<file path="config.mk">
export PLATFORM = sky130hd
export DESIGN_NAME = sbpi_axis_div
export DESIGN_NICKNAME = d
export VERILOG_FILES = /design/src/rtl/sbpi_pkg.sv /design/src/rtl/sbpi_div_step.sv /design/src/rtl/sbpi_axis_div.sv
export SDC_FILE = /design/constraint.sdc
export NUM_CORES = 2
export LEC_CHECK = 0
export BUFFER_PORTS_ARGS = -buffer_cell sky130_fd_sc_hd__clkbuf_2
export CORE_ASPECT_RATIO = 0.8
export CORE_MARGIN = 2
export CORE_UTILIZATION = 54
export CTS_BUF_LIST = sky130_fd_sc_hd__clkbuf_2 sky130_fd_sc_hd__clkbuf_4 sky130_fd_sc_hd__clkbuf_8
export DETAILED_ROUTE_END_ITERATION = 10
export GPL_TIMING_DRIVEN = 0
export PLACE_DENSITY_LB_ADDON = 0.15
export RECOVER_POWER = 50
export SYNTH_ARGS = -nofsm -noshare
export SYNTH_HDL_FRONTEND = slang
export SYNTH_HIERARCHICAL = 1
export SYNTH_SLANG_ARGS = --single-unit
</file>
<file path="constraint.sdc">
create_clock -name clock -period 3.44 [get_ports clock]
set_input_delay 0.172 -clock clock [delete_from_list [all_inputs] [get_ports clock]]
set_output_delay 0.172 -clock clock [all_outputs]
set_load 0.005 [all_outputs]
</file>
<file path="src/rtl/sbpi_pkg.sv">
// sbpi_pkg: shared widths, codes and sideband types for the swept box pair impact block.
// No dependencies; imported by every module of the block.
`timescale 1ns / 1ps
package sbpi_pkg;
   // Distance width in 2^-17 units, with headroom for size offsets
   localparam int DW = 36;
   // Time of impact width (Q1.16, 1.0 included)
   localparam int TW = 17;
   // Quotient bits: one per divider stage
   localparam int DIV_STEPS = TW;
   // Edges from an input transfer to the edge that takes its result
   localparam int LATENCY = DIV_STEPS + 4;
   localparam logic [TW-1:0] TIME_ONE = 17'h10000;

   // Normal codes, 2-bit signed
   localparam logic [1:0] NORM_NONE = 2'b00;
   localparam logic [1:0] NORM_POS  = 2'b01;
   localparam logic [1:0] NORM_NEG  = 2'b11;

   // Per-item data that rides beside the dividers
   typedef struct packed {
      logic [TW-1:0] best;
      logic          ov_x;
      logic          ov_y;
      logic          pos_x;
      logic          pos_y;
   } side_type;
endpackage

</file>
<file path="src/rtl/sbpi_div_step.sv">
// sbpi_div_step: one registered restoring-division step (one quotient bit).
// Depends on sbpi_pkg.
`timescale 1ns / 1ps
module sbpi_div_step #(
   parameter bit FIRST = 1'b0
) (
   input  logic                    clock,
   input  logic                    reset,
   input  logic                    vld_in,
   input  logic                    ok_in,
   input  logic [sbpi_pkg::DW-1:0] rem_in,
   input  logic [sbpi_pkg::DW-1:0] den_in,
   input  logic [sbpi_pkg::TW-1:0] quo_in,
   output logic                    vld_ff,
   output logic                    ok_ff,
   output logic [sbpi_pkg::DW-1:0] rem_ff,
   output logic [sbpi_pkg::DW-1:0] den_ff,
   output logic [sbpi_pkg::TW-1:0] quo_ff
);
   import sbpi_pkg::*;

   logic [DW-1:0] trial;
   logic [DW:0]   diff;
   logic          take;
   logic [DW-1:0] rem_in_n;
   logic          ok_in_n;

   // Shift, trial subtract, keep or restore
   always_comb begin
      trial    = FIRST ? rem_in : {rem_in[DW-2:0], 1'b0};
      diff     = {1'b0, trial} - {1'b0, den_in};
      take     = ~diff[DW];
      rem_in_n = take ? diff[DW-1:0] : trial;
      // First step: a numerator above the denominator means time past 1.0
      ok_in_n  = ok_in & ~(FIRST & take & (diff[DW-1:0] != '0));
   end

   // Advance valid, cleared by reset
   always_ff @(posedge clock) begin
      if (reset) begin
         vld_ff <= 1'b0;
      end else begin
         vld_ff <= vld_in;
      end
   end

   // Advance payload
   always_ff @(posedge clock) begin
      ok_ff  <= ok_in_n;
      rem_ff <= rem_in_n;
      den_ff <= den_in;
      quo_ff <= {quo_in[TW-2:0], take};
   end
endmodule

</file>
<file path="src/rtl/sbpi_axis_div.sv">
// sbpi_axis_div: pipelined divider for one axis, floor(num * 65536 / den) with num <= den.
// Depends on sbpi_pkg and sbpi_div_step.
`timescale 1ns / 1ps
module sbpi_axis_div (
   input  logic                    clock,
   input  logic                    reset,
   input  logic                    vld_in,
   input  logic                    ok_in,
   input  logic [sbpi_pkg::DW-1:0] num_in,
   input  logic [sbpi_pkg::DW-1:0] den_in,
   output logic                    vld_out,
   output logic                    ok_out,
   output logic [sbpi_pkg::TW-1:0] quo_out
);
   import sbpi_pkg::*;

   logic          vld_tap [DIV_STEPS+1];
   logic          ok_tap  [DIV_STEPS+1];
   logic [DW-1:0] rem_tap [DIV_STEPS+1];
   logic [DW-1:0] den_tap [DIV_STEPS+1];
   logic [TW-1:0] quo_tap [DIV_STEPS+1];

   assign vld_tap[0] = vld_in;
   assign ok_tap[0]  = ok_in;
   assign rem_tap[0] = num_in;
   assign den_tap[0] = den_in;
   assign quo_tap[0] = '0;

   // One stage per quotient bit, most significant first
   for (genvar k = 0; k < DIV_STEPS; k++) begin : g_step
      sbpi_div_step #(.FIRST(k == 0)) u_step (
         .clock  (clock),
         .reset  (reset),
         .vld_in (vld_tap[k]),
         .ok_in  (ok_tap[k]),
         .rem_in (rem_tap[k]),
         .den_in (den_tap[k]),
         .quo_in (quo_tap[k]),
         .vld_ff (vld_tap[k+1]),
         .ok_ff  (ok_tap[k+1]),
         .rem_ff (rem_tap[k+1]),
         .den_ff (den_tap[k+1]),
         .quo_ff (quo_tap[k+1])
      );
   end

   assign vld_out = vld_tap[DIV_STEPS];
   assign ok_out  = ok_tap[DIV_STEPS];
   assign quo_out = quo_tap[DIV_STEPS];
endmodule

</file>
==> results.yml <==
timing:
  rsz0062_at_grt: "true"
  fmax_ghz: 0.297
  hold_viol: 0
  drv_slew: 0
  layout_min_cycle_time_ns: 3.37
  skew_ns: 0.0416
  worstMarginPinSlew_ns: 0.832
  timing.final.ws_setup_ns: 0.0676
  slew_headroom_pct: 44.0
  finalCritPeriodShare_pct: 98.0
  tns_ns: 0
  finalSetupViolations: 0
critical_path:
  r2r_start: "g_step[13].u_step/den_ff[18]"
  crit_path_start: "g_step[13].u_step/den_ff[18]"
  cp-end-kind: "flip-flop"
  critPathMaxFanout: 10
  crit_required_ns: 4.24
  crit_type: "flip-flop to flip-flop"
  r2r_slack_ns: 0.07
  crit_arrival_ns: 4.17
  start_kind: "flip-flop"
cts:
  h-tree-depth: 4
  numCtsBuffers: 202
  clk_pin_slew_worst_paths_ns: 0.06
  clock_latency_ns: 0.93
  cts_num_sinks: 1323
  clockBufferDepth: 3
  cts-root-buf: "clkbuf_8"
  tritoncts: "done"
pwr:
  total_power_mw: 79.9
  power.leakage_nw: 35.1
  max-vdd-ir-drop_mv: 0.613
  powerDensity_nw_per_um2: 1050
finish:
  layout.area.seq_um2: 26500
  final_area_um2: 76400
  fin_cells: 9842
  nets: 8719
  drive_above_1_share_pct: 12.8
  multi_input_area_um2: 36000
  syn2layout_area_growth_pct: 13.9
  fillers: 10700
yosys:
  synth_nets: 8255
  ys_warn_count: 6
  syn-mean-instance-area_um2: 8.86
  synthCells: 7567
  syn_area_um2: 67100
global_routing:
  overflow: 0
  grt_max_degree: 18
  first_global_vias: 52400
  grt_pass1_wl_mm: 279
  grt_antenna_before_repair: 5
  grt_use_total_pct: 27.5
placed_design:
  portBuffers: 94
  dp_hpwl_mm: 140
  place_congestion: 0.961
  dp_slack_ns: -0.356
  place_inst: 9299
  place_area_um2: 69600
route:
  routedWlPerCell_um: 18.1
  vias_per_cell: 5.53
  route.detailed.drc: 0
  firstDrtPassIters: 6
  drt-total-wl_mm: 178
  drt_iter0_drc: 4245
  postRouteAntennaNets: 0
  vias: 54400
floorplanning:
  die_width_um: 398
  dieHeight_um: 319
  core_area_um2: 123000
  initial_core_util_pct: 54.5
  row_count: 115
  die_area_um2: 127000
  pin_count: 95
outcome:
  status: "complete, no violations"
hold_path:
  hp-class: "input pin to flip-flop"
  hp-start: "num_in[22]"
job:
  maxCapViolations: 0
[cells in the final DEF (no fill, tap or decap), drive strengths merged, types with 42 or more instances in the layout]
master and n:
and2 42, o21a 47, a31oi 55, a211oi 54, nor2b 61, nor3 48
nor2 449, dlygate4sd3 151, ha 595, inv 836, xor2 131, nand4 108
nand3 133, mux2 69, clkinv 45, clkbuf 493, o21bai 87, buf 153
a21o 209, o21ai 584, nand2 705, xnor2 326, dfxtp 1323, a21oi 830
and3 79
[final timing paths]
| path | to | cells past startpoint |
|---|---|---|
| setup / recovery | g_step[14].u_step/rem_ff[33] | 11 |
| hold / removal | g_step[0].u_step/rem_ff[22] | 4 |
| setup reg to reg | g_step[14].u_step/rem_ff[33] | 11 |
| hold reg to reg | g_step[11].u_step/ok_ff | 0 |
[state kept, by name, indices dropped and copies added (netlist names)]
| register | count |
|---|---|
| g_step.u_step/vld_ff | 17 |
| g_step.u_step/rem_ff | 560 |
| g_step.u_step/ok_ff | 17 |
| g_step.u_step/quo_ff | 153 |
| g_step.u_step/den_ff | 576 |
[through the flow]
stage | util (%) | hold WS, ns
after floorplan | - | 0.200
after global placement | 56.6 | 0.296
after detailed placement | 56.6 | 0.294
after CTS | 61.9 | 0.00141
after global routing | 62.1 | 0.0803
final | 62.1 | 0.0965
[report_power, final]
part	switching (mW)	internal [mW]
sequential	2.87	20.1
combinational	24.8	17.0
clock	6.25	8.82
total	33.9	45.9
[repair_timing]
action | 4_1_cts | 5_1_grt
pin swaps | 6 | 24
setup endpoints to repair | 213 | 223
buffers inserted | 6 | 13
gates resized for setup | 10 | 64
endpoints found under the hold margin | 89 | 0
hold buffers | 151 | 0
[final cells by class]
| cell class | count | area share, % |
|---|---|---|
| Sequential cell | 1323 | 34.7 |
| Tap cell | 1638 | 2.68 |
| Buffer | 256 | 2.21 |
| Inverter | 833 | 4.09 |
| Antenna cell | 4 | 0.0131 |
| Clock buffer | 279 | 4.79 |
| Multi-Input combinational cell | 5151 | 47.2 |
| Clock inverter | 94 | 1.55 |
| Timing Repair Buffer | 264 | 2.87 |
[worst max-delay path, stage by stage (launching register included)]
cell and delay [ns]:
dfxtp_1 0.35, inv_1 0.05, ha_1 0.26, clkbuf_1 0.37, nand2_1 0.18, nor2_1 0.36, nand2_1 0.09, a211oi_1 0.59
nor2_1 0.19, o21ai_0 0.46, mux2i_1 0.25, a31oi_1 0.10
[per-layer routing]
metal / up-vias / wire length, um / GRT usage (%)
met5: - / 94 / 0
met4: 2 / 3400 / 7.31
met3: 256 / 13000 / 5.49
met2: 1721 / 79100 / 43.6
met1: 25400 / 82300 / 37.8
li1: 27100 / - / -
Note: power is estimated with default switching activity, not from simulation.
